--- config.mk ---
export PLATFORM = sky130hd
export DESIGN_NAME = checksummed_frame_deframer
export DESIGN_NICKNAME = d
export VERILOG_FILES = /design/src/rtl/core/cfd_pkg.sv /design/src/rtl/core/cfd_cfg.sv /design/src/rtl/core/checksummed_frame_deframer.sv
export SDC_FILE = /design/constraint.sdc
export NUM_CORES = 1
export LEC_CHECK = 0
export BUFFER_PORTS_ARGS = -buffer_cell sky130_fd_sc_hd__buf_2
export CORE_MARGIN = 5
export CORE_UTILIZATION = 35
export DETAILED_ROUTE_END_ITERATION = 10
export PLACE_DENSITY = 0.5
export SETUP_SLACK_MARGIN = 0.2
export SYNTH_ARGS = -nofsm -noshare
export SYNTH_HDL_FRONTEND = slang
export SYNTH_SLANG_ARGS = --single-unit
--- constraint.sdc ---
create_clock -name clk_i -period 6.2 [get_ports clk_i]
set_clock_uncertainty 0.05 [all_clocks]
set_input_delay 0.31 -clock clk_i [delete_from_list [all_inputs] [get_ports clk_i]]
set_output_delay 0.31 -clock clk_i [all_outputs]
set_load 0.05 [all_outputs]
--- src/rtl/core/cfd_pkg.sv ---
// shared types, codes and constants of the checksummed frame deframer
`default_nettype none

package cfd_pkg;

  localparam int unsigned DATA_W     = 8;
  localparam int unsigned LEN_W      = 5;
  localparam int unsigned RESULT_CAP = 27;
  localparam int unsigned APB_AW     = 4;
  localparam int unsigned APB_DW     = 32;
  localparam int unsigned TUSER_W    = 3;

  // register indexes, byte address is 4 * index
  localparam logic [1:0] REG_HEAD = 2'd0;
  localparam logic [1:0] REG_TAIL = 2'd1;
  localparam logic [1:0] REG_MAXL = 2'd2;

  localparam logic [DATA_W-1:0] HEAD_RST = 8'h40;
  localparam logic [DATA_W-1:0] TAIL_RST = 8'h0D;
  localparam logic [LEN_W-1:0]  MAXL_RST = 5'd27;

  typedef enum logic [1:0] {
    ST_GOOD     = 2'd0,
    ST_BAD_LEN  = 2'd1,
    ST_BAD_TAIL = 2'd2,
    ST_BAD_SUM  = 2'd3
  } status_e;

  typedef struct packed {
    logic [DATA_W-1:0] head_byte;
    logic [DATA_W-1:0] tail_byte;
    logic [LEN_W-1:0]  max_length;
  } cfg_t;

endpackage

`default_nettype wire

--- src/rtl/core/cfd_cfg.sv ---
// apb configuration registers of the checksummed frame deframer
`default_nettype none

module cfd_cfg (
  input  logic                      clk_i,
  input  logic                      rst_ni,
  input  logic                      psel,
  input  logic                      penable,
  input  logic                      pwrite,
  input  logic [cfd_pkg::APB_AW-1:0] paddr,
  input  logic [cfd_pkg::APB_DW-1:0] pwdata,
  output logic [cfd_pkg::APB_DW-1:0] prdata,
  output logic                      pready,
  output cfd_pkg::cfg_t             cfg_o
);
  import cfd_pkg::*;

  cfg_t       cfg_q, cfg_d;
  logic       wr_en;
  logic [1:0] idx;

  assign pready = 1'b1;
  assign idx    = paddr[3:2];
  assign wr_en  = psel && penable && pwrite && pready;

  always_comb begin
    cfg_d = cfg_q;
    if (wr_en) begin
      case (idx)
        REG_HEAD: cfg_d.head_byte  = pwdata[DATA_W-1:0];
        REG_TAIL: cfg_d.tail_byte  = pwdata[DATA_W-1:0];
        REG_MAXL: cfg_d.max_length = pwdata[LEN_W-1:0];
        default:  cfg_d = cfg_q;
      endcase
    end
  end

  always_ff @(posedge clk_i or negedge rst_ni) begin
    if (!rst_ni) begin
      cfg_q.head_byte  <= HEAD_RST;
      cfg_q.tail_byte  <= TAIL_RST;
      cfg_q.max_length <= MAXL_RST;
    end else begin
      cfg_q <= cfg_d;
    end
  end

  always_comb begin
    case (idx)
      REG_HEAD: prdata = APB_DW'(cfg_q.head_byte);
      REG_TAIL: prdata = APB_DW'(cfg_q.tail_byte);
      REG_MAXL: prdata = APB_DW'(cfg_q.max_length);
      default:  prdata = '0;
    endcase
  end

  assign cfg_o = cfg_q;

endmodule

`default_nettype wire

--- src/rtl/core/checksummed_frame_deframer.sv ---
// top level: frame parser, frame store memory and burst emitter
//
//   channel   dir  handshake                   payload
//   s_axis    in   s_axis_tvalid/s_axis_tready  tdata = rx_byte
//   m_axis    out  m_axis_tvalid/m_axis_tready  tdata = out_byte, tuser = status/is_command,
//                                              tlast = last
//   apb       in   psel & penable (pready = 1)  head_byte, tail_byte, max_length
//
// one received byte per cycle while the output register is free or being drained
// a good frame's tail byte starts a burst of n results (n = length byte, up to 27);
// each result is a frame store read, then an output register load that waits while
// the output is stalled, and no byte is taken during the burst
// error results are loaded straight into the output register on the failing byte
// async reset returns to hunting and empties the output register; the frame store
// is never cleared, only bytes of the current frame are read back
`default_nettype none

module checksummed_frame_deframer #(
  parameter int unsigned STORE_DEPTH = 32
) (
  input  logic                        clk_i,
  input  logic                        rst_ni,
  // input stream
  input  logic                        s_axis_tvalid,
  output logic                        s_axis_tready,
  input  logic [7:0]                  s_axis_tdata,   // [7:0] rx_byte
  // output stream
  output logic                        m_axis_tvalid,
  input  logic                        m_axis_tready,
  output logic [7:0]                  m_axis_tdata,   // [7:0] out_byte
  output logic [cfd_pkg::TUSER_W-1:0] m_axis_tuser,   // [0] is_command, [2:1] status
  output logic                        m_axis_tlast,
  // configuration
  input  logic                        psel,
  input  logic                        penable,
  input  logic                        pwrite,
  input  logic [cfd_pkg::APB_AW-1:0]  paddr,
  input  logic [cfd_pkg::APB_DW-1:0]  pwdata,
  output logic [cfd_pkg::APB_DW-1:0]  prdata,
  output logic                        pready
);
  import cfd_pkg::*;

  localparam int unsigned ADDR_W  = $clog2(STORE_DEPTH);
  // longest frame the store and the result limit can hold
  localparam int unsigned CAP_INT = (STORE_DEPTH - 5 < RESULT_CAP) ? STORE_DEPTH - 5
                                                                   : RESULT_CAP;
  localparam logic [LEN_W-1:0] LEN_CAP = LEN_W'(CAP_INT);

  // parser phases
  localparam logic [2:0] PH_HUNT = 3'd0;
  localparam logic [2:0] PH_LEN  = 3'd1;
  localparam logic [2:0] PH_DATA = 3'd2;
  localparam logic [2:0] PH_SUM  = 3'd3;
  localparam logic [2:0] PH_TAIL = 3'd4;
  localparam logic [2:0] PH_RD   = 3'd5;  // burst: read frame store
  localparam logic [2:0] PH_EMIT = 3'd6;  // burst: load output register

  cfg_t cfg;

  cfd_cfg u_cfg (
    .clk_i   (clk_i),
    .rst_ni  (rst_ni),
    .psel    (psel),
    .penable (penable),
    .pwrite  (pwrite),
    .paddr   (paddr),
    .pwdata  (pwdata),
    .prdata  (prdata),
    .pready  (pready),
    .cfg_o   (cfg)
  );

  // parser state
  logic [2:0]        phase_q, phase_d;
  logic [LEN_W-1:0]  len_q, len_d;
  logic [LEN_W-1:0]  cnt_q, cnt_d;
  logic [LEN_W-1:0]  idx_q, idx_d;
  logic [DATA_W-1:0] sum_q, sum_d;
  logic [DATA_W-1:0] chk_q, chk_d;

  // output register
  logic              ovalid_q, ovalid_d;
  logic [DATA_W-1:0] obyte_q, obyte_d;
  logic              ocmd_q, ocmd_d;
  logic              olast_q, olast_d;
  status_e           ostat_q, ostat_d;

  // frame store
  logic [DATA_W-1:0] mem [STORE_DEPTH];
  logic [DATA_W-1:0] rdata_q;
  logic              mem_we;
  logic              mem_re;

  logic              bursting;
  logic              out_free;
  logic              in_fire;
  logic [LEN_W-1:0]  limit;
  logic [DATA_W-1:0] b;

  assign bursting      = (phase_q == PH_RD) || (phase_q == PH_EMIT);
  assign out_free      = !ovalid_q || m_axis_tready;
  assign s_axis_tready = !bursting && out_free;
  assign in_fire       = s_axis_tvalid && s_axis_tready;
  assign b             = s_axis_tdata;
  assign limit         = (cfg.max_length < LEN_CAP) ? cfg.max_length : LEN_CAP;

  assign mem_we = in_fire && (phase_q == PH_DATA);
  assign mem_re = (phase_q == PH_RD);

  always_comb begin
    phase_d  = phase_q;
    len_d    = len_q;
    cnt_d    = cnt_q;
    idx_d    = idx_q;
    sum_d    = sum_q;
    chk_d    = chk_q;
    ovalid_d = ovalid_q && !m_axis_tready;
    obyte_d  = obyte_q;
    ocmd_d   = ocmd_q;
    olast_d  = olast_q;
    ostat_d  = ostat_q;

    if (in_fire) begin
      case (phase_q)
        PH_LEN: begin
          if (b == '0 || b > DATA_W'(limit)) begin
            // bad length, single error result
            ovalid_d = 1'b1;
            obyte_d  = '0;
            ocmd_d   = 1'b0;
            olast_d  = 1'b1;
            ostat_d  = ST_BAD_LEN;
            phase_d  = PH_HUNT;
          end else begin
            len_d   = b[LEN_W-1:0];
            cnt_d   = '0;
            sum_d   = '0;
            phase_d = PH_DATA;
          end
        end
        PH_DATA: begin
          sum_d = sum_q + b;
          cnt_d = cnt_q + LEN_W'(1);
          if (cnt_d >= len_q) begin
            phase_d = PH_SUM;
          end
        end
        PH_SUM: begin
          chk_d   = b;
          phase_d = PH_TAIL;
        end
        PH_TAIL: begin
          if (b != cfg.tail_byte || chk_q != sum_q) begin
            // bad tail wins over bad checksum
            ovalid_d = 1'b1;
            obyte_d  = '0;
            ocmd_d   = 1'b0;
            olast_d  = 1'b1;
            ostat_d  = (b != cfg.tail_byte) ? ST_BAD_TAIL : ST_BAD_SUM;
            phase_d  = PH_HUNT;
          end else begin
            idx_d   = '0;
            phase_d = PH_RD;
          end
        end
        default: begin
          // hunting, unused codes fall back here too
          phase_d = (b == cfg.head_byte) ? PH_LEN : PH_HUNT;
        end
      endcase
    end else begin
      case (phase_q)
        PH_RD: begin
          phase_d = PH_EMIT;
        end
        PH_EMIT: begin
          if (out_free) begin
            ovalid_d = 1'b1;
            obyte_d  = rdata_q;
            ocmd_d   = (idx_q == '0);
            olast_d  = (idx_q + LEN_W'(1) == len_q);
            ostat_d  = ST_GOOD;
            idx_d    = idx_q + LEN_W'(1);
            phase_d  = olast_d ? PH_HUNT : PH_RD;
          end
        end
        default: begin
          phase_d = phase_q;
        end
      endcase
    end
  end

  always_ff @(posedge clk_i or negedge rst_ni) begin
    if (!rst_ni) begin
      phase_q  <= PH_HUNT;
      len_q    <= '0;
      cnt_q    <= '0;
      idx_q    <= '0;
      sum_q    <= '0;
      chk_q    <= '0;
      ovalid_q <= 1'b0;
    end else begin
      phase_q  <= phase_d;
      len_q    <= len_d;
      cnt_q    <= cnt_d;
      idx_q    <= idx_d;
      sum_q    <= sum_d;
      chk_q    <= chk_d;
      ovalid_q <= ovalid_d;
    end
  end

  // output payload, no reset needed
  always_ff @(posedge clk_i) begin
    obyte_q <= obyte_d;
    ocmd_q  <= ocmd_d;
    olast_q <= olast_d;
    ostat_q <= ostat_d;
  end

  // frame store, one write and one registered read port
  always_ff @(posedge clk_i) begin
    if (mem_we) begin
      mem[ADDR_W'(cnt_q)] <= b;
    end
    if (mem_re) begin
      rdata_q <= mem[ADDR_W'(idx_q)];
    end
  end

  assign m_axis_tvalid = ovalid_q;
  assign m_axis_tdata  = obyte_q;
  assign m_axis_tuser  = {ostat_q, ocmd_q};
  assign m_axis_tlast  = olast_q;

`ifndef SYNTHESIS
  // no byte is taken while a burst is being emitted
  a_no_input_in_burst: assert property (@(posedge clk_i) disable iff (!rst_ni)
    bursting |-> !s_axis_tready)
    else $error("input accepted during burst");

  // error results carry zero data and close the transfer group
  a_error_shape: assert property (@(posedge clk_i) disable iff (!rst_ni)
    (ovalid_q && ostat_q != ST_GOOD) |-> (olast_q && obyte_q == '0 && !ocmd_q))
    else $error("malformed error result");

  // a frame being stored always has a legal length
  a_len_legal: assert property (@(posedge clk_i) disable iff (!rst_ni)
    (phase_q == PH_DATA) |-> (len_q != '0 && len_q <= LEN_CAP && cnt_q < len_q))
    else $error("frame length out of range");

  // burst reads stay inside the frame
  a_burst_index: assert property (@(posedge clk_i) disable iff (!rst_ni)
    bursting |-> (idx_q < len_q))
    else $error("burst index past frame end");
`endif

endmodule

`default_nettype wire

# Yosys cells after proc, flatten, opt, wreduce, memory -nomap -nowiden
# Memories as Yosys holds them, arrays and structs flattened. A register that Yosys moved wholly into a read port is not among the register bits.
# Index checks and enable logic that the tools add are counted.
dict set report op_classes {
  add_sub_neg 3
  n_lt_le_gt_ge 3
  n_eq_ne 20
  n_mux 53
  bitwise 1
  reduce_logical 29
}
# operator count
set ops {}
lappend ops {{$mux W8} 6}
lappend ops {{$mux W5} 7}
lappend ops {{$pmux W8 S2} 2}
lappend ops {{$pmux W8 S3} 1}
lappend ops {{$mux W1} 19}
lappend ops {{$ne A8 B8 Y1} 2}
lappend ops {{$mux W3} 5}
lappend ops {{$mux W2} 6}
lappend ops {{$pmux W3 S4} 1}
lappend ops {{$add A5 B1 Y5 const B} 2}
lappend ops {{$pmux W5 S2} 1}
lappend ops {{$eq A3 B3 Y1 const B} 3}
lappend ops {{$ne A3 B3 Y1 const B} 3}
lappend ops {{$reduce_and A3 Y1} 3}
lappend ops {{$add A8 B8 Y8} 1}
lappend ops {{$eq A8 B8 Y1} 1}
lappend ops {{$gt A8 B5 Y1} 1}
lappend ops {{$logic_not A8 Y1} 1}
lappend ops {{$reduce_and A2 Y1} 4}
lappend ops {{$eq A3 B2 Y1 const B} 2}
lappend ops {{$logic_and A1 B1 Y1} 6}
lappend ops {{$pmux W1 S2} 3}
lappend ops {{$pmux W3 S2} 1}
lappend ops {{$reduce_bool A2 Y1} 3}
lappend ops {{other kinds (19)} 25}
dict set report word_totals {
  ff_bits 68
  mem_bits_rw 256
  output_inout_bits 47
  wordCells 124
  n_memories 1
}
# name words word_bits read_ports rd_clocked_by_memory_dff write_ports line_no
set memory_table {}
lappend memory_table {mem 32 8 1 1 1 checksummed_frame_deframer.sv:90} ;# logic [DATA_W-1:0] mem [STORE_DEPTH];

# Longest topological paths before layout
# Gate-level depths: netlist of the first run.
dict set report depth {
  depth_word 8
  depth_mapped 11
  ltp_nobuf 9
}

# Cells and area by module
# Synthesis of the first run repeated with hierarchy kept, for this count alone.
dict set report unflattened {
  cells_unflattened 810
  hier_area_um2 14305.0
}
# mod n_inst cells_per_inst area_each_um2 seq_area_each_um2
set modules_own_cells {}
lappend modules_own_cells {checksummed_frame_deframer 1 712 13098.8 9163.8}
lappend modules_own_cells {cfd_cfg 1 98 1206.2 535.5}

# Least setup slack after synthesis of the first run
# No wires, ideal clock.
dict set report synth_path {
  path_type {register -> register}
  startpoint {register u_cfg.cfg_q, in the netlist u_cfg.cfg_o[4]}
  endpoint {register obyte_q[0] (netlist: m_axis_tdata[0]), enable pin}
  t_arrival_ns 2.870
  path_slack_ns 2.876
  stages_incl_launch_ff 11
  n_path_buf 2
  synth_period_minus_slack_ns 3.324
  path_cell_list {dfstp_2 -> inv_1 -> o21ai_0 -> ha_1 -> and4_1 -> a21oi_1 -> o31ai_1 -> and4_1 -> clkbuf_1 -> buf_2 -> a311oi_1}
}
dict set report synth_between {
  elab_chain_cells 6
}
# element line_no
set synth_rtl {}
lappend synth_rtl {{start: declaration} cfd_cfg.sv:18} ;# cfg_t cfg_q, cfg_d;
lappend synth_rtl {{start signal: assignment} cfd_cfg.sv:44} ;# cfg_q <= cfg_d;
lappend synth_rtl {{$lt A5 B5 Y1} checksummed_frame_deframer.sv:106} ;# assign limit = (cfg.max_length < LEN_CAP) ? cfg.max_length : LEN_CAP;
lappend synth_rtl {{$mux W5 *} checksummed_frame_deframer.sv:106}
lappend synth_rtl {{$gt A8 B5 Y1 *} checksummed_frame_deframer.sv:127} ;# if (b == '0 || b > DATA_W'(limit)) begin
lappend synth_rtl {{$logic_or A1 B1 Y1 *} checksummed_frame_deframer.sv:127}
lappend synth_rtl {{$ne A3 B3 Y1 (no line) *} --}
lappend synth_rtl {{$reduce_and A5 Y1 (no line) *} --}
lappend synth_rtl {{end signal: assignment} checksummed_frame_deframer.sv:217} ;# obyte_q <= obyte_d;
lappend synth_rtl {{end: declaration} checksummed_frame_deframer.sv:84} ;# logic [DATA_W-1:0] obyte_q, obyte_d;
# Mark *: on every way between the ends. The rest lies on a longest branch, timed or not.
# A chain may end at the register's enable or synchronous reset.

# Final worst setup path of the first run
dict set report layout_path {
  startpoint {register idx_q[0]}
  endpoint {register phase_q[0]}
}
dict set report layout_between {
  elab_chain_cells 6
}
# element line_no
set layout_rtl {}
lappend layout_rtl {{start: declaration} checksummed_frame_deframer.sv:78} ;# logic [LEN_W-1:0] idx_q, idx_d;
lappend layout_rtl {{start signal: assignment} checksummed_frame_deframer.sv:208} ;# idx_q <= idx_d;
lappend layout_rtl {{$add A5 B1 Y5} checksummed_frame_deframer.sv:182} ;# olast_d = (idx_q + LEN_W'(1) == len_q);
lappend layout_rtl {{$eq A5 B5 Y1} checksummed_frame_deframer.sv:182}
lappend layout_rtl {{$mux W3} checksummed_frame_deframer.sv:185} ;# phase_d = olast_d ? PH_HUNT : PH_RD;
lappend layout_rtl {{$mux W3} checksummed_frame_deframer.sv:178} ;# if (out_free) begin
lappend layout_rtl {{$pmux W3 S2} checksummed_frame_deframer.sv:173} ;# case (phase_q)
lappend layout_rtl {{$mux W3} checksummed_frame_deframer.sv:124} ;# if (in_fire) begin
lappend layout_rtl {{end signal: assignment} checksummed_frame_deframer.sv:205} ;# phase_q <= phase_d;
lappend layout_rtl {{end: declaration} checksummed_frame_deframer.sv:75} ;# logic [2:0] phase_q, phase_d;
# No other way between the ends. The select of a mux whose other input is x is not followed.

==> results of run 1 <==
## state kept, by name, indices dropped and copies added (netlist names), 3 cells and up
register and count:
len_q 5, phase_q 3, chk_q 8, cnt_q 5, rdata_q 8, sum_q 8, u_cfg.cfg_o 21, m_axis_tdata 8
mem 256, idx_q 5
## cell usage in the layout (no fill, tap or decap), types with 22 or more instances in the layout
cell / instances
edfxtp_1: 276
mux4_2: 65
nor2_1: 57
dfrtp_1: 46
buf_2: 46
nand2_1: 40
mux2_2: 40
clkbuf_16: 39
o21ai_0: 26
conb_1: 25
ha_1: 23
xor2_1: 22
## per-stage QoR
| step | instance area, um^2 | worst slack, ps | utilization | power [W] | std cells |
|---|---|---|---|---|---|
| after floorplan | 14550 | 2876 | - | 0.004168 | 858 |
| after global placement | 15110 | 2655 | 0.3702 | 0.004576 | 1384 |
| after detailed placement | 15110 | 2642 | 0.3702 | 0.004600 | 1384 |
| after global routing | 16340 | 2416 | 0.4002 | 0.006957 | 1457 |
| final | 16340 | 2664 | 0.4002 | 0.006623 | 1457 |
| after CTS | 16340 | 2644 | 0.4002 | 0.006721 | 1457 |
## worst reg2reg max path, stage by stage, from the launching register on
cell and delay [ps]:
dfrtp_4 890, buf_4 720, nand3_1 260, xnor3_1 230
a2111oi_1 830, nor2_1 120, o32a_1 320
## metal layers
| metal | share of wire | up-vias |
|---|---|---|
| met5 | 0 | - |
| met4 | 0.018 | 0 |
| met3 | 0.034 | 35 |
| met2 | 0.51 | 131 |
| met1 | 0.44 | 3821 |
| li1 | - | 3347 |
## cell families (layout without fill, tap and decap cells)
family,after synthesis,in the layout,synth area share
DFF,332,332,0.6708
buffers and inverters,80,147,0.03384
other,2,25,0.0005194
muxes,128,128,0.1652
xor gates and xnor gates,41,41,0.02579
and+or+nand+nor,155,155,0.05045
AOI/OAI and AO/OA,73,73,0.03210
adders and majority gates,24,24,0.02129
## what timing repair did
action | 4_1_cts | 5_1_grt
hold endpoints to repair | 66 | 0
hold buffers | 8 | 0
setup buffers | 0 | 0
## power breakdown
group	leakage (nW)	internal [W]	total, W	switching, W
registers	3.15	0.00265	0.00289	0.000246
logic	1.85	0.000738	0.00163	0.000893
clock network	0.558	0.00124	0.00210	0.000863
## worst min path at each step
| stage | endpoint |
|---|---|
| floorplan | chk_q[0] |
| global placement | chk_q[0] |
| detailed placement | chk_q[0] |
| CTS | u_cfg.cfg_o[7] |
| global route | u_cfg.cfg_o[7] |
| finish | u_cfg.cfg_o[7] |
## cell type report
class / count / area (um^2)
fill: 3681 / 24490
clock inverter: 14 / 125.1
tap: 532 / 665.6
sequential: 332 / 9704
clock buffer: 51 / 1021
inverter: 17 / 63.81
multi-input combinational: 446 / 4368
timing repair buffer: 65 / 392.9
==> key figures, run 1 <==
Cells and area
  • Area grow syn2layout: 13.02%
  • Final nets: 975
  • Layout cells sized above 1: 0.2443
  • # diodes: 0

Pwr
  • Power per Cell Area: 405.3 nW/um^2
  • Pleak: 5.566 nW
  • Worst vdd ir: 165.9 uV

Critical path
  • Critical Path AT: 3880 ps
  • CP top delay family: compound AO/OA/AOI/OAI gates
  • CP Buf/Inv Count: 1
  • Critical path origin: idx_q[0]
  • RR Endpoint: phase_q[0]
  • Worst R2R Path Depth: 6
  • Required @ worst endpoint: 6550 ps
  • Worst-path cell chain: buf_4 > nand3_1 > xnor3_1 > a2111oi_1 > nor2_1 > o32a_1
  • Setup CP Type: flop to flop
  • Crit-path slowest cell: dfrtp_4
  • Worst Setup EP: phase_q[0]
  • Crit start category: flop
  • CP max stage delay: 890 ps
  • Worst Path Max Fanout: 36
  • RR Startpoint: idx_q[0]
  • Crit. End Element: flop
  • Worst reg-to-reg setup slack: 2660 ps
  • Critical path depth: 6

CTS
  • Num CTS Buffers: 38
  • Post-CTS sizing: 0
  • Insertion delay to the later sink of the worst-skew pair: 530 ps
  • CTS tree: done
  • Clock slew at reported path FFs: 50 ps
  • Number of H-tree levels: 2
  • Clock Tree Root: clkbuf_16
  • Clock buffer depth: 3
  • # clock sinks: 332

Floorplan
  • Rows: 74
  • I/O pins: 98
  • Die area: 45480 um^2
  • Vert. Die Dim: 213.3 um
  • Starting density of the core: 0.3541
  • Chip width: 213.3 um
  • Core area: 40830 um^2

GRT
  • First-pass GRT wire length: 48680 um
  • Total GRT Usage: 0.1422
  • GR Layer Usage met3: 0.02307
  • Met1 usage: 0.1940
  • Remaining Overflow, GRT: 0
  • M2 GR Usage: 0.2403
  • Largest net degree at the start of global routing: 57
  • Vias in the first global route: 7708
  • Gr busiest metal: met2
  • Initial antenna violation count: 1

Routing
  • Drt first pass iters: 5
  • DRC: 0
  • Routed WL: 32070 um
  • Vias/cell: 5.034
  • Drt wl/cell: 22.01 um
  • Vias: 7334
  • DR iter-0 viols: 438
  • Remaining antenna violation count after routing: 0

Synthesis
  • Area leader, netlist: edfxtp_1
  • Top_reg_cell synth: edfxtp_1
  • Register area share after synthesis: 0.6708
  • #FFs+latches synth: 332
  • Netlist Area Pre-Place: 14460 um^2
  • Ranking of synthesized cells by area: edfxtp_1, mux4_2, dfrtp_1
  • Post-synth EDFFs: 276
  • Most numerous cell in the Yosys netlist: edfxtp_1
  • Synth top cells by count: edfxtp_1, mux4_2, nor2_1, dfrtp_1
  • Async SR Flop Fraction: 0.1687
  • Synth unique cells: 62
  • Yosys warns: 0
  • Mean area per synthesized cell: 17.32 um^2
  • Synthesized instance count: 835
  • Share of the synthesized area in the top cell type: 0.5732

Place
  • RePlAce Congestion: 0.7592
  • IO Port Bufs: 46
  • Detailed-placement wirelength estimate: 19970 um

Job
  • Max-cap violations: 0

Timing
  • Tightest Pin Transition: 1108 ps
  • Tcrit/Tclk final: 0.5704
  • Setup TNS: 0 ps
  • Setup violations, final: 0
  • Max-slew headroom: 0.2614
  • Final hold viol count: 0
  • WHS: 31.29 ps
  • Fmax: 282.8 MHz
  • RSZ-0062 raised after global routing: no
  • Fin. max-slew vios: 0
  • Minimum clock period: 3536 ps

Worst hold path
  • Hold WC Path Type: primary input to flop
  • Hold Crit Start: pwdata[2]
  • WHS Path Cells: 2

Run status
  • Status: completed
Power figures use the tool's default switching activity.
==> run 2, diff against run 1 <==
- ABC_AREA: unset -> 1
- PLACE_DENSITY: 0.5 -> 0.52
- clock period: 6.2 -> 2.9 ns (I/O delays scaled with it)
==> key figures, run 2 <==
Routing
  • Drt wl/cell: 18.47 um
  • Vias/cell: 4.974
  • Remaining antenna violation count after routing: 0
  • Drt first pass iters: 5
  • Routed WL: 37430 um
  • Vias: 10080
  • DRC: 0
  • DR iter-0 viols: 796

Place
  • RePlAce Congestion: 0.8124
  • IO Port Bufs: 46
  • Detailed-placement wirelength estimate: 23980 um

Cells and area
  • Biggest register: mem
  • Register area: 9704 um^2
  • Filler Cell Count: 4030
  • # diodes: 0
  • Most frequent cells in the layout: edfxtp_1, nor2_1, nand2_1, o21ai_0, inv_1
  • Multi-input combinational cell area: 4295 um^2
  • Most common cell after layout, fill and taps aside: edfxtp_1
  • Final nets: 1533
  • Layout cells sized above 1: 0.1325
  • Max reg flops: 256
  • Area grow syn2layout: 16.37%

Floorplan
  • Die area: 46080 um^2
  • Vert. Die Dim: 214.7 um
  • Core area: 41670 um^2
  • Chip width: 214.7 um
  • Starting density of the core: 0.3519
  • I/O pins: 98
  • Rows: 75

Timing
  • Tightest Pin Transition: 888.8 ps
  • Minimum clock period: 2479 ps
  • Fmax: 403.4 MHz
  • Fin. max-slew vios: 0
  • Final hold viol count: 0
  • Setup TNS: 0 ps
  • Max-slew headroom: 0.4075
  • Setup violations, final: 0
  • WHS: 46.92 ps
  • Tcrit/Tclk final: 0.8549
  • RSZ-0062 raised after global routing: no

Critical path
  • Crit. End Element: flop
  • Crit-path slowest cell: dfrtp_1
  • Worst-path cell chain: nand3_1 > inv_2 > nor2_4 > nand2_2 > nor2_4 > nand2_1 > nor2_1 > buf_4
  • Critical Path AT: 2640 ps
  • Worst Path Max Fanout: 10
  • CP max stage delay: 450 ps
  • Required @ worst endpoint: 3060 ps
  • Critical path's most frequent cell: nor2_4
  • Setup CP Type: flop to flop
  • Crit start category: flop

GRT
  • Largest net degree at the start of global routing: 87
  • Initial antenna violation count: 0
  • Remaining Overflow, GRT: 0
  • First-pass GRT wire length: 58100 um
  • Total GRT Usage: 0.1598
  • Vias in the first global route: 9949

Synthesis
  • Area leader, netlist: edfxtp_1
  • Mean area per synthesized cell: 10.80 um^2
  • Ranking of synthesized cells by area: edfxtp_1, dfrtp_1, nor2_1
  • Share of the synthesized area in the top cell type: 0.5653
  • Synth unique cells: 40
  • Yosys warns: 0
  • Most numerous cell in the Yosys netlist: edfxtp_1
  • Top_reg_cell synth: edfxtp_1
  • Synthesized instance count: 1358
  • #FFs+latches synth: 332
  • Post-synth EDFFs: 276
  • Async SR Flop Fraction: 0.1687
  • Register area share after synthesis: 0.6615
  • Netlist Area Pre-Place: 14660 um^2
  • Synth top cells by count: edfxtp_1, nor2_1, nand2_1, o21ai_0, inv_1

Job
  • Max-cap violations: 0

CTS
  • Clock slew at reported path FFs: 60 ps
  • Insertion delay to the later sink of the worst-skew pair: 510 ps
  • CTS tree: done
  • Post-CTS setup buffers: 0
  • # clock sinks: 332
  • Clock buffer depth: 3
  • Num CTS Buffers: 38
  • Clock Tree Root: clkbuf_16
  • Number of H-tree levels: 2

Pwr
  • Gate power share: 0.348
  • Sw Share: 0.3771
  • Worst vdd ir: 457.3 uV
  • Pleak: 6.447 nW
  • Share of total power in the clock network: 0.274
  • Cell-internal power: 0.01002 W
  • Reg power frac: 0.377
  • Total chip power: 0.01608 W
  • Power per Cell Area: 942.5 nW/um^2
  • Sw Pwr: 0.006064 W

Run status
  • Status: completed

Worst hold path
  • Hold WC Path Type: primary input to flop
run 2: stage by stage:
step	worst slack, ps	cells	area (um^2)	util
finish	420.8	2026	17060	0.4095
global route	239.6	2026	17060	0.4095
CTS	383.0	2026	17050	0.4093
detailed placement	404.7	1943	15760	0.3783
global placement	437.6	1943	15760	0.3783
floorplan	302.7	1381	14760	-
run 2: cell families after synthesis:
logic type	Yosys count	synth area share
compound gates	289	0.1090
xor+xnor	20	0.01195
fa+ha+maj	24	0.02099
buf+inv	173	0.05257
flops	332	0.6615
other cells	2	0.0005122
simple gates	518	0.1435
run 2: final timing paths:
| kind | from | end | slack, ps | cells after the start |
|---|---|---|---|---|
| worst max-delay path | phase_q[0] | mem[8][3] | 420 | 8 |
| worst min register to register | len_q[3] | len_q[3] | 440 | 2 |
| min in group asynchronous | rst_ni | idx_q[0] | 260 | 2 |
| max in group asynchronous | rst_ni | u_cfg.cfg_o[7] | 1670 | 3 |
| worst min-delay path | s_axis_tdata[1] | len_q[1] | 50 | 3 |
| worst max register to register | phase_q[0] | mem[8][3] | 420 | 8 |
run 2: power by group through the flow:
| stage | Clock (W) | Combinational, W | Sequential (W) |
|---|---|---|---|
| after global routing | 0.00473 | 0.00628 | 0.00613 |
| after detailed placement | 0 | 0.00563 | 0.00617 |
| final | 0.00441 | 0.00560 | 0.00607 |
| after floorplan | 0 | 0.00364 | 0.00632 |
| after CTS | 0.00451 | 0.00566 | 0.00607 |
| after global placement | 0 | 0.00558 | 0.00615 |
run 2: timing repair:
| action | CTS | global route |
|---|---|---|
| gates resized for setup | 0 | 1 |
| setup endpoints to repair | 0 | 2 |
| hold buffers | 14 | 0 |
| endpoints found under the hold margin | 67 | 0 |
run 2: area by class of cell:
class | instances | share of cell area
flip-flops and latches | 332 | 0.5688
multi-input cells | 876 | 0.2518
clock buffers | 47 | 0.06013
repair buffers | 123 | 0.05309
well taps | 539 | 0.03953
inverters | 87 | 0.01921
clock inverters | 22 | 0.007480
run 2: routing by layer:
| layer | wire, um | global-route usage |
|---|---|---|
| met1 | 16880 | 0.2202 |
| met4 | 818 | 0.04209 |
| met5 | 0 | 0 |
| met2 | 18200 | 0.2700 |
| met3 | 1528 | 0.01892 |
run 2: critical path, delay by kind of cell, from the launching register on:
family / cells / cell delay, ps
simple gates: 6 / 1320
flops: 1 / 450
buf+inv: 2 / 350
==> run 3, diff against run 2 <==
- ABC_AREA: 1 -> unset
- BUFFER_PORTS_ARGS: -buffer_cell sky130_fd_sc_hd__buf_2 -> unset
- DONT_BUFFER_PORTS: unset -> 1
- PLACE_DENSITY: 0.52 -> 0.5
==> key figures, run 3 (synthesis results as in run 1) <==
Critical path
  • Critical Path AT: 2830 ps
  • Crit start category: flop
  • CP max stage delay: 550 ps
  • Worst Path Max Fanout: 8
  • Worst-path cell chain: buf_4 > buf_4 > mux4_2 > mux4_2 > mux2_2
  • RR Startpoint: idx_q[0]
  • Required @ worst endpoint: 3130 ps
  • Setup CP Type: flop to flop
  • Critical path origin: idx_q[0]
  • Crit. End Element: flop
  • Crit-path slowest cell: mux4_2

GRT
  • Largest net degree at the start of global routing: 57
  • Vias in the first global route: 7810
  • First-pass GRT wire length: 51410 um
  • Remaining Overflow, GRT: 0
  • Initial antenna violation count: 2
  • Total GRT Usage: 0.1532

Pwr
  • Pleak: 5.918 nW
  • Power per Cell Area: 856.8 nW/um^2
  • Worst vdd ir: 413.8 uV

Place
  • RePlAce Congestion: 0.7515
  • IO Port Bufs: 0
  • Detailed-placement wirelength estimate: 21100 um

Cells and area
  • Biggest register: mem
  • Most common cell after layout, fill and taps aside: edfxtp_1
  • Core Util, Final: 0.4184
  • Final nets: 1012
  • Layout cells sized above 1: 0.2611
  • Max reg flops: 256
  • Filler Cell Count: 3601
  • Area grow syn2layout: 18.16%
  • Most frequent cells in the layout: edfxtp_1, mux4_2, buf_4, nor2_1, dfrtp_1

Floorplan
  • Die area: 45480 um^2
  • Core area: 40830 um^2
  • Vert. Die Dim: 213.3 um
  • Rows: 74
  • Chip width: 213.3 um
  • Starting density of the core: 0.3541
  • I/O pins: 98

Timing
  • Setup TNS: 0 ps
  • Tcrit/Tclk final: 0.8951
  • Tightest Pin Transition: 997.0 ps
  • Setup violations, final: 0
  • RSZ-0062 raised after global routing: no
  • Minimum clock period: 2596 ps
  • Fmax: 385.2 MHz
  • Final hold viol count: 0
  • Max-slew headroom: 0.3309
  • Fin. max-slew vios: 0

Job
  • Max-cap violations: 0

Routing
  • Remaining antenna violation count after routing: 0
  • DRC: 0
  • Drt wl/cell: 23.00 um
  • DR iter-0 viols: 522
  • Drt first pass iters: 5
  • Vias/cell: 5.053
  • Vias: 7569
  • Routed WL: 34460 um

CTS
  • Insertion delay to the later sink of the worst-skew pair: 530 ps
  • Num CTS Buffers: 37
  • # clock sinks: 332
  • Clock slew at reported path FFs: 60 ps
  • Clock buffer depth: 3
  • Clock Tree Root: clkbuf_16
  • CTS tree: done
  • Number of H-tree levels: 2

Worst hold path
  • Hold WC Path Type: primary input to flop
  • Hold Crit Start: s_axis_tdata[4]

Run status
  • Status: completed
run 3: cell count changes in the layout (fill, tap and decap cells not counted), moves of 15 or more:
cell	change
o21ai_0	-162
xor2_1	+18
mux2_2	+40
nand2_1	-154
mux4_1	+15
o22ai_1	-46
nor2_1	-189
inv_1	-64
nand3_1	-42
mux4_2	+65
buf_2	-46
run 3: stage by stage:
step | hold WS, ps | cell area [um^2] | cells | setup WS [ps] | power, W
CTS | 5.491 | 17080 | 1497 | 275.3 | 0.01486
finish | 37.92 | 17080 | 1498 | 304.2 | 0.01464
global route | 37.15 | 17080 | 1497 | 204.3 | 0.01536
detailed placement | -198.5 | 15370 | 1393 | 19.38 | 0.009925
floorplan | -200.6 | 14570 | 858 | 235.9 | 0.008927
global placement | -198.9 | 15370 | 1393 | 34.95 | 0.009906
run 3: routing by layer:
metal / global-route usage / vias to the layer above / part of all wire
li1: - / 3427 / -
met1: 0.2087 / 3953 / 0.44
met2: 0.2570 / 146 / 0.50
met3: 0.02601 / 43 / 0.041
met4: 0.04101 / 0 / 0.019
met5: 0 / - / 0
run 3: area by class of cell:
cell class	instances	area, um^2	area share
Sequential cell	332	9704	0.5680
Tap cell	532	665.6	0.03896
Timing Repair Buffer	103	1040	0.06086
Antenna cell	1	2.502	0.0001465
Multi-Input combinational cell	446	4384	0.2566
Clock buffer	50	1067	0.06247
Clock inverter	17	156.4	0.009155
Inverter	17	63.81	0.003735
run 3: timing repair:
action | in CTS | in global routing
endpoints found under the setup margin | 13 | 1
pin swaps | 1 | 0
hold endpoints to repair | 366 | 0
buffers inserted | 1 | 0
hold buffers | 36 | 0
gates resized for setup | 1 | 1
cloned | 0 | 0
run 3: path summary, 6_finish.rpt:
path                       slack [ps]  cells after the start         endpoint
setup / recovery                  300                      5       rdata_q[7]
hold / removal                     40                      3         sum_q[4]
setup reg to reg                  300                      5       rdata_q[7]
hold reg to reg                   460                      2         chk_q[0]
max in group asynchronous        2400                      2   u_cfg.cfg_o[0]
min in group asynchronous         100                      2  u_cfg.cfg_o[16]
run 3: report_power, final:
| part | switching [W] | internal (W) | total, W | leakage, nW |
|---|---|---|---|---|
| Sequential | 0.000570 | 0.00566 | 0.00623 | 3.15 |
| Clock | 0.00184 | 0.00284 | 0.00469 | 0.607 |
| Combinational | 0.00193 | 0.00179 | 0.00372 | 2.16 |
| Total | 0.00434 | 0.0103 | 0.0146 | 5.92 |
run 3: worst max-delay path, delay by kind of cell (launching register included):
| family | cells | cell delay (ps) |
|---|---|---|
| buffers and inverters | 2 | 470 |
| DFF | 1 | 500 |
| muxes | 3 | 1320 |
